==> src/rtl/jmsw_pkg.sv <==
`timescale 1ns / 1ps
// -----------------------------------------------------------------------------
// jmsw_pkg
// shared constants and helpers for the jpeg marker segment walker
// -----------------------------------------------------------------------------
package jmsw_pkg;

  // width of the internal byte counter, saturates at all ones
  localparam int unsigned SizeBits     = 32;
  localparam int unsigned ImageSizeW   = 32;
  localparam int unsigned StatusW      = 2;
  localparam int unsigned PhaseW       = 3;
  localparam int unsigned SegLenW      = 16;

  // walk phases
  localparam logic [PhaseW-1:0] PhPrefix = 3'd0;
  localparam logic [PhaseW-1:0] PhMarker = 3'd1;
  localparam logic [PhaseW-1:0] PhLenHi  = 3'd2;
  localparam logic [PhaseW-1:0] PhLenLo  = 3'd3;
  localparam logic [PhaseW-1:0] PhSkip   = 3'd4;
  localparam logic [PhaseW-1:0] PhScan   = 3'd5;
  localparam logic [PhaseW-1:0] PhScanFf = 3'd6;

  // result status codes
  localparam logic [StatusW-1:0] StEoi      = 2'd0;
  localparam logic [StatusW-1:0] StNoPrefix = 2'd1;
  localparam logic [StatusW-1:0] StShortLen = 2'd2;
  localparam logic [StatusW-1:0] StTrunc    = 2'd3;

  // marker bytes
  localparam logic [7:0] MkPrefix = 8'hFF;
  localparam logic [7:0] MkSos    = 8'hDA;
  localparam logic [7:0] MkEoi    = 8'hD9;
  localparam logic [7:0] MkStuff  = 8'h00;
  localparam logic [7:0] MkTem    = 8'h01;

  // markers without a length field (eoi handled ahead of this)
  function automatic logic marker_no_len(input logic [7:0] m);
    logic r;
    case (m) inside
      MkStuff, MkTem, [8'hD0:8'hD8]: r = 1'b1;
      default:                       r = 1'b0;
    endcase
    return r;
  endfunction

  // bytes after 0xff inside entropy data that keep the scan going
  function automatic logic scan_escape(input logic [7:0] m);
    logic r;
    case (m) inside
      MkStuff, [8'hD0:8'hD7]: r = 1'b1;
      default:                r = 1'b0;
    endcase
    return r;
  endfunction

endpackage

==> src/rtl/jpeg_marker_segment_walker_core.sv <==
`timescale 1ns / 1ps
// -----------------------------------------------------------------------------
// jpeg_marker_segment_walker_core
// byte-at-a-time walker over jpeg marker segments with one-deep result register
// -----------------------------------------------------------------------------
// Takes one byte beat per cycle and walks the jpeg element structure: 0xff plus
// a marker, a big-endian length for markers that carry one (segment skipped),
// and entropy-coded data after sos until a real marker shows up. A result beat
// (status, image size, whole-buffer flag) is emitted on eoi, on a missing
// prefix, on a length below two, or when the last byte of the buffer cuts the
// walk short; the walk then restarts with the next byte. A byte flagged as the
// first of the buffer drops any walk in progress silently. Throughput is one
// byte per cycle while no result is held back: the whole walk step updates a
// small phase register and counters at once. The result beat is registered
// and appears in the cycle after its byte beat. The result sits in one output
// register; in_ready_o is high while it is empty or being drained in the same
// cycle, so input stalls only when a result is held back by out_ready_i.
// -----------------------------------------------------------------------------
module jpeg_marker_segment_walker_core (
  input  logic                              clk_i,
  input  logic                              rst_ni,
  // byte channel
  input  logic                              in_valid_i,
  output logic                              in_ready_o,
  input  logic [7:0]                        data_byte_i,
  input  logic                              first_of_buffer_i,
  input  logic                              last_of_buffer_i,
  // result channel
  output logic                              out_valid_o,
  input  logic                              out_ready_i,
  output logic [jmsw_pkg::StatusW-1:0]      status_o,
  output logic [jmsw_pkg::ImageSizeW-1:0]   img_len_o,
  output logic                              spans_whole_buffer_o
);
  import jmsw_pkg::*;

  localparam int unsigned ExtW = (SizeBits > ImageSizeW) ? SizeBits : ImageSizeW;

  // walk state
  logic [PhaseW-1:0]    phase_q, phase_d;
  logic [SizeBits-1:0]  cnt_q, cnt_d;
  logic [SegLenW-1:0]   skip_q, skip_d;
  logic [7:0]           len_hi_q, len_hi_d;
  logic                 sas_q, sas_d;       // enter scan after this segment
  logic                 began_q, began_d;   // image began on a first byte

  // result register
  logic                 out_valid_q, out_valid_d;
  logic [StatusW-1:0]   status_q, status_d;
  logic [ImageSizeW-1:0] size_q, size_d;
  logic                 spans_q, spans_d;

  // per-beat working values
  logic                 in_fire;
  logic                 res_hit;
  logic [StatusW-1:0]   res_status;
  logic [PhaseW-1:0]    ph;
  logic [SizeBits-1:0]  cnt_base, cnt_inc;
  logic [SegLenW-1:0]   skip_base, skip_dec, seg_len;
  logic [7:0]           len_hi_base;
  logic                 sas_base, began_base;
  logic [PhaseW-1:0]    ph_next;
  logic [SegLenW-1:0]   skip_next;
  logic [7:0]           len_hi_next;
  logic                 sas_next;
  logic [ExtW-1:0]      cnt_ext;
  logic                 b_last;
  logic [7:0]           b;

  assign in_ready_o = !out_valid_q || out_ready_i;
  assign in_fire    = in_valid_i && in_ready_o;
  assign b          = data_byte_i;
  assign b_last     = last_of_buffer_i;

  // a first byte restarts the walk before it is looked at
  assign ph          = first_of_buffer_i ? PhPrefix : phase_q;
  assign len_hi_base = first_of_buffer_i ? 8'h00 : len_hi_q;
  assign skip_base   = first_of_buffer_i ? '0 : skip_q;
  assign sas_base    = first_of_buffer_i ? 1'b0 : sas_q;
  assign cnt_base    = (ph == PhPrefix) ? '0 : cnt_q;
  assign began_base  = (ph == PhPrefix) ? first_of_buffer_i : began_q;
  assign cnt_inc     = (cnt_base == '1) ? cnt_base : cnt_base + 1'b1;

  assign seg_len  = {len_hi_base, b};
  assign skip_dec = skip_base - 1'b1;

  // one walk step
  always_comb begin
    res_hit     = 1'b0;
    res_status  = StEoi;
    ph_next     = ph;
    skip_next   = skip_base;
    len_hi_next = len_hi_base;
    sas_next    = sas_base;
    unique case (ph)
      PhPrefix: begin
        if (b_last) begin
          res_hit    = 1'b1;
          res_status = StTrunc;
        end else if (b != MkPrefix) begin
          res_hit    = 1'b1;
          res_status = StNoPrefix;
        end else begin
          ph_next = PhMarker;
        end
      end
      PhMarker, PhScanFf: begin
        if (ph == PhScanFf && scan_escape(b)) begin
          if (b_last) begin
            res_hit    = 1'b1;
            res_status = StTrunc;
          end else begin
            ph_next = PhScan;
          end
        end else if (b == MkEoi) begin
          res_hit    = 1'b1;
          res_status = StEoi;
        end else if (b_last) begin
          res_hit    = 1'b1;
          res_status = StTrunc;
        end else if (marker_no_len(b)) begin
          ph_next = PhPrefix;
        end else begin
          sas_next = (b == MkSos);
          ph_next  = PhLenHi;
        end
      end
      PhLenHi: begin
        len_hi_next = b;
        if (b_last) begin
          res_hit    = 1'b1;
          res_status = StTrunc;
        end else begin
          ph_next = PhLenLo;
        end
      end
      PhLenLo: begin
        if (seg_len < SegLenW'(2)) begin
          res_hit    = 1'b1;
          res_status = StShortLen;
        end else if (b_last) begin
          res_hit    = 1'b1;
          res_status = StTrunc;
        end else if (seg_len == SegLenW'(2)) begin
          ph_next = sas_base ? PhScan : PhPrefix;
        end else begin
          skip_next = seg_len - SegLenW'(2);
          ph_next   = PhSkip;
        end
      end
      PhSkip: begin
        if (b_last) begin
          res_hit    = 1'b1;
          res_status = StTrunc;
        end else begin
          skip_next = skip_dec;
          if (skip_dec == '0) begin
            ph_next = sas_base ? PhScan : PhPrefix;
          end
        end
      end
      PhScan: begin
        if (b_last) begin
          res_hit    = 1'b1;
          res_status = StTrunc;
        end else if (b == MkPrefix) begin
          ph_next = PhScanFf;
        end
      end
      default: begin
        // unused phase code: behave as a fresh walk would on a stray byte
        res_hit    = 1'b1;
        res_status = b_last ? StTrunc : StNoPrefix;
      end
    endcase
  end

  // saturate the counter into the 32-bit size field
  assign cnt_ext = ExtW'(cnt_inc);

  always_comb begin
    phase_d     = phase_q;
    cnt_d       = cnt_q;
    skip_d      = skip_q;
    len_hi_d    = len_hi_q;
    sas_d       = sas_q;
    began_d     = began_q;
    out_valid_d = out_valid_q && !out_ready_i;
    status_d    = status_q;
    size_d      = size_q;
    spans_d     = spans_q;
    if (in_fire) begin
      if (res_hit) begin
        // report and restart
        phase_d     = PhPrefix;
        cnt_d       = '0;
        skip_d      = '0;
        len_hi_d    = 8'h00;
        sas_d       = 1'b0;
        began_d     = 1'b0;
        out_valid_d = 1'b1;
        status_d    = res_status;
        if (res_status == StEoi) begin
          size_d  = (cnt_ext > ExtW'({ImageSizeW{1'b1}})) ? '1 : cnt_ext[ImageSizeW-1:0];
          spans_d = began_base && b_last;
        end else begin
          size_d  = '0;
          spans_d = 1'b0;
        end
      end else begin
        phase_d  = ph_next;
        cnt_d    = cnt_inc;
        skip_d   = skip_next;
        len_hi_d = len_hi_next;
        sas_d    = sas_next;
        began_d  = began_base;
      end
    end
  end

  always_ff @(posedge clk_i or negedge rst_ni) begin
    if (!rst_ni) begin
      phase_q     <= PhPrefix;
      cnt_q       <= '0;
      skip_q      <= '0;
      len_hi_q    <= 8'h00;
      sas_q       <= 1'b0;
      began_q     <= 1'b0;
      out_valid_q <= 1'b0;
    end else begin
      phase_q     <= phase_d;
      cnt_q       <= cnt_d;
      skip_q      <= skip_d;
      len_hi_q    <= len_hi_d;
      sas_q       <= sas_d;
      began_q     <= began_d;
      out_valid_q <= out_valid_d;
    end
  end

  // result payload, loaded only with a new result
  always_ff @(posedge clk_i) begin
    status_q <= status_d;
    size_q   <= size_d;
    spans_q  <= spans_d;
  end

  assign out_valid_o          = out_valid_q;
  assign status_o             = status_q;
  assign img_len_o            = size_q;
  assign spans_whole_buffer_o = spans_q;

  // error results carry no size and no whole-buffer flag
  assert property (@(posedge clk_i) disable iff (!rst_ni)
    out_valid_o && status_o != StEoi |-> img_len_o == '0 && !spans_whole_buffer_o)
    else $error("error result with nonzero size or span flag");

  // a reported result always leaves the walk at the prefix phase
  assert property (@(posedge clk_i) disable iff (!rst_ni)
    in_fire && res_hit |=> phase_q == PhPrefix && cnt_q == '0)
    else $error("walk not restarted after result");

  // skipping always has bytes left to skip
  assert property (@(posedge clk_i) disable iff (!rst_ni)
    phase_q == PhSkip |-> skip_q != '0)
    else $error("skip phase with zero remaining");

  // any walk past the prefix has counted at least one byte
  assert property (@(posedge clk_i) disable iff (!rst_ni)
    phase_q != PhPrefix |-> cnt_q != '0)
    else $error("walk in progress with zero byte count");

endmodule
==> config.mk <==
export PLATFORM = sky130hd
export DESIGN_NAME = jpeg_marker_segment_walker_core
export DESIGN_NICKNAME = d
export VERILOG_FILES = /design/src/rtl/jmsw_pkg.sv /design/src/rtl/jpeg_marker_segment_walker_core.sv
export SDC_FILE = /design/constraint.sdc
export NUM_CORES = 1
export LEC_CHECK = 0
export BUFFER_PORTS_ARGS = -buffer_cell sky130_fd_sc_hd__buf_4
export CAP_MARGIN = 20
export CORE_AREA = 2 2 133 135
export CTS_CLUSTER_SIZE = 40
export DETAILED_ROUTE_END_ITERATION = 7
export DIE_AREA = 0 0 135 137
export SLEW_MARGIN = 20
export SYNTH_ARGS = -nofsm -noshare
export SYNTH_HDL_FRONTEND = slang
export SYNTH_SLANG_ARGS = --single-unit
==> constraint.sdc <==
create_clock -name clk_i -period 5.3 [get_ports clk_i]
set_clock_uncertainty 0.1 [all_clocks]
set_input_delay 0.53 -clock clk_i [delete_from_list [all_inputs] [get_ports clk_i]]
set_output_delay 0.53 -clock clk_i [all_outputs]
set_load 0.01 [all_outputs]
==> summary.md <==
| Metric | Value |
|---|---|
| Share of total power in sequential cells | `49.0%` |
| Nets@finish | `834` |
| LEAKAGE | `2.815 nW` |
| Most instantiated library cell after synthesis | `sky130_fd_sc_hd__nand2_1` |
| Cell with the largest stage delay on the worst path | `sky130_fd_sc_hd__dfrtp_1` |
| Placeable core area | `17,060 um^2` |
| Setup repair after global routing missed its margin | `false` |
| Wire length of the first global-routing pass | `31,750 um` |
| Max Transition Viols Final | `0` |
| Via count of the first global-routing pass | `5,900` |
| Internal | `1.213 mW` |
| Logic pwr share | `8.8%` |
| Clock transition time at the flip-flop clock pins of the worst setup and hold paths | `70 ps` |
| CTS tree | `done` |
| Share of total power consumed by net switching | `25.41%` |
| Hold WC Path Type | `input pin to asynchronous set/reset pin` |
| Insertion delay to the later sink of the worst-skew pair | `360 ps` |
| Worst Tran Pin Value | `936.5 ps` |
| GRT overflow | `0` |
| Maximum net fanout on the critical path | `14` |
| Most area-consuming cells after synthesis | `sky130_fd_sc_hd__dfrtp_1, sky130_fd_sc_hd__edfxtp_1, sky130_fd_sc_hd__nand2_1` |
| DIE HEIGHT | `137 um` |
| Synthesized net count | `819` |
| Average wire per standard cell | `18.74 um` |
| Count of distinct cell types in the synthesized netlist | `68` |
| Cell type with the largest total area after synthesis | `sky130_fd_sc_hd__dfrtp_1` |
| Sequence of cells on the critical path | `or3_1, and3_1, ha_1, and3_1, nand4_1, or3_1, a2111oi_4, and4_1, xnor2_1, nor2_1` |
| Hold Worst Slack | `186.8 ps` |
| Number of warnings printed during yosys synthesis | `0` |
| Instance count of the mapped netlist | `799` |
| Hold-fix buffers, CTS | `0` |
| Count of buffers added by post-CTS timing repair for setup | `0` |
| Antenna Nets Post-Route | `0` |
| Signal arrival time at the worst endpoint | `3820 ps` |
| Period Utilization, post-route | `71.96%` |
| Power per Cell Area | `216.3 nW/um^2` |
| Final total negative setup slack | `0 ps` |
| Delay of the slowest critical-path stage | `610 ps` |
| Nature of the critical path endpoint | `flop` |
| Io pins | `51` |
| PortBufs | `50` |
| Diode count | `0` |
| Vias per inst | `5.956` |
| IR drop worst, VDD | `0.1482 mV` |
| Clock power share | `42.2%` |
| Ys async rst share | `63.92%` |
| Post-synth top cells | `sky130_fd_sc_hd__nand2_1, sky130_fd_sc_hd__nor2_1, sky130_fd_sc_hd__dfrtp_1` |
| Result of the run | `finished clean` |
| Post-detailed-route DRC marker count | `0` |
| Number of rows in the core area | `48` |
| Total track usage | `21.97%` |
| Dominant synthesized flop cell | `sky130_fd_sc_hd__dfrtp_1` |
| Root Buffer Master | `sky130_fd_sc_hd__clkbuf_16` |
| Combined area of all synthesized cells | `6689 um^2` |
| Antenna violations before repair | `0` |
| Via count | `6,218` |
| X dimension of the die | `135 um` |
| Overall die area | `18,500 um^2` |
| Register bit total from synthesis | `97` |
| HPWL after DPL | `13,180 um` |
| Switching power total | `413.2 uW` |
| Pin count of the biggest net entering global routing | `63` |
| Post-synth EDFFs | `35` |
| Total of max-cap violations | `0` |
| Tmin final | `3814 ps` |
| Initial standard-cell utilization of the core | `39.22%` |
| Fraction of post-synthesis cell area in the top cell type by area | `23.19%` |
| Post-synthesis sequential area ratio | `38.91%` |
| Max_slew headroom | `37.23%` |
| Number of buffers added by the clock tree synthesis step | `9` |
| Cts repair resizes | `0` |
| Routability-driven placement congestion ratio | `0.9715` |
| Maximum count of clock buffers along a single path | `2` |
| Count of H-tree levels built during CTS | `3` |
| Mean instance size in the synthesized netlist | `8.372 um^2` |
| Category of the critical setup timing path | `flop to flop` |
| Clk sink count | `97` |
| Drt initial violations | `478` |
| Final-report setup violation count | `0` |
| Pre-antenna DRT Iters | `5` |
| Growth of design area from synthesis to finish | `12.42%` |
| Number of hold violations in the final report | `0` |
| Startpoint Class | `flop` |
| Fraction of layout instances using a drive strength above 1 | `11.23%` |
| Peak clock frequency supported by timing | `262.2 MHz` |
| WL final | `19,570 um` |
| Required time of the worst setup path | `5310 ps` |
==> through the flow <==
stage,power [mW],area [um^2],worst slack [ps],cells,utilization [%]
2_1_floorplan,0.8869,6689,1087,799,-
3_3_place_gp,0.9549,7218,1442,1028,42.32
3_5_place_dp,0.9558,7218,1362,1028,42.32
4_1_cts,1.642,7520,1521,1044,44.09
5_1_grt,1.691,7520,1152,1044,44.09
6_report,1.626,7520,1486,1044,44.09
==> cell type report <==
cell class,instances,area [um^2]
fillers,1707,9537
flip-flops and latches,97,2603
repair buffers,59,442.9
clock buffers,10,229.0
inverters,32,120.1
well taps,225,281.5
multi-input cells,615,3771
clock inverters,6,72.57
==> state kept, by name, indices dropped and copies added (netlist names) <==
register              cells
spans_whole_buffer_o      1
skip_q                   16
img_len_o                32
began_q                   1
status_o                  2
cnt_q                    32
sas_q                     1
len_hi_q                  8
phase_q                   3
out_valid_o               1
==> metal layers <==
| layer | part of all wire, % | track usage, % |
|---|---|---|
| met5 | 0 | 0 |
| met4 | 2.7 | 8.275 |
| met3 | 5.5 | 3.667 |
| met2 | 48 | 37.00 |
| met1 | 44 | 28.42 |
==> cell usage in the layout (no fill, tap or decap), drive strengths merged, types with 18 or more instances in the layout <==
master  instances
nand3          31
nor4           19
a21oi          59
dfrtp          62
inv            36
nand2          83
or3            23
xor2           18
buf            59
nor3           28
o21ai          45
edfxtp         35
nor2           72
xnor2          29
==> power by group through the flow <==
stage	sequential (mW)	clock [mW]	combinational (mW)
finish	0.797	0.687	0.143
global placement	0.812	0	0.143
CTS	0.797	0.702	0.143
floorplan	0.821	0	0.0655
global route	0.798	0.737	0.156
detailed placement	0.812	0	0.143
==> final timing paths <==
path	start	cells after the start	endpoint	slack [ps]
setup / recovery	phase_q[1]$_DFFE_PN0P_	10	img_len_o[18]$_SDFFCE_PP0P_	1490
hold / removal	rst_ni	1	cnt_q[29]$_DFFE_PN0P_	190
setup reg to reg	phase_q[1]$_DFFE_PN0P_	10	img_len_o[18]$_SDFFCE_PP0P_	1490
hold reg to reg	began_q$_DFFE_PN0P_	2	began_q$_DFFE_PN0P_	410
max in group asynchronous	rst_ni	1	cnt_q[3]$_DFFE_PN0P_	4360
min in group clk_i	data_byte_i[2]	2	len_hi_q[2]$_DFFE_PN0P_	330
==> critical path: cells and delay by family (launching register included) <==
kind | cells | cell delay (ps)
AOI/OAI and AO/OA | 1 | 540
xor gates and xnor gates | 1 | 140
adders and majority gates | 1 | 230
DFF | 1 | 610
and+or+nand+nor | 7 | 1940
==> cell families after synthesis <==
logic type	count (synthesis)	share of synthesized area, %
simple gates	343	26.38
compound gates	206	20.60
flops	97	38.91
buf+inv	87	4.901
xor+xnor	47	6.154
mux	13	1.945
fa+ha+maj	6	1.122
No activity file was read; power rests on OpenSTA's default activity.
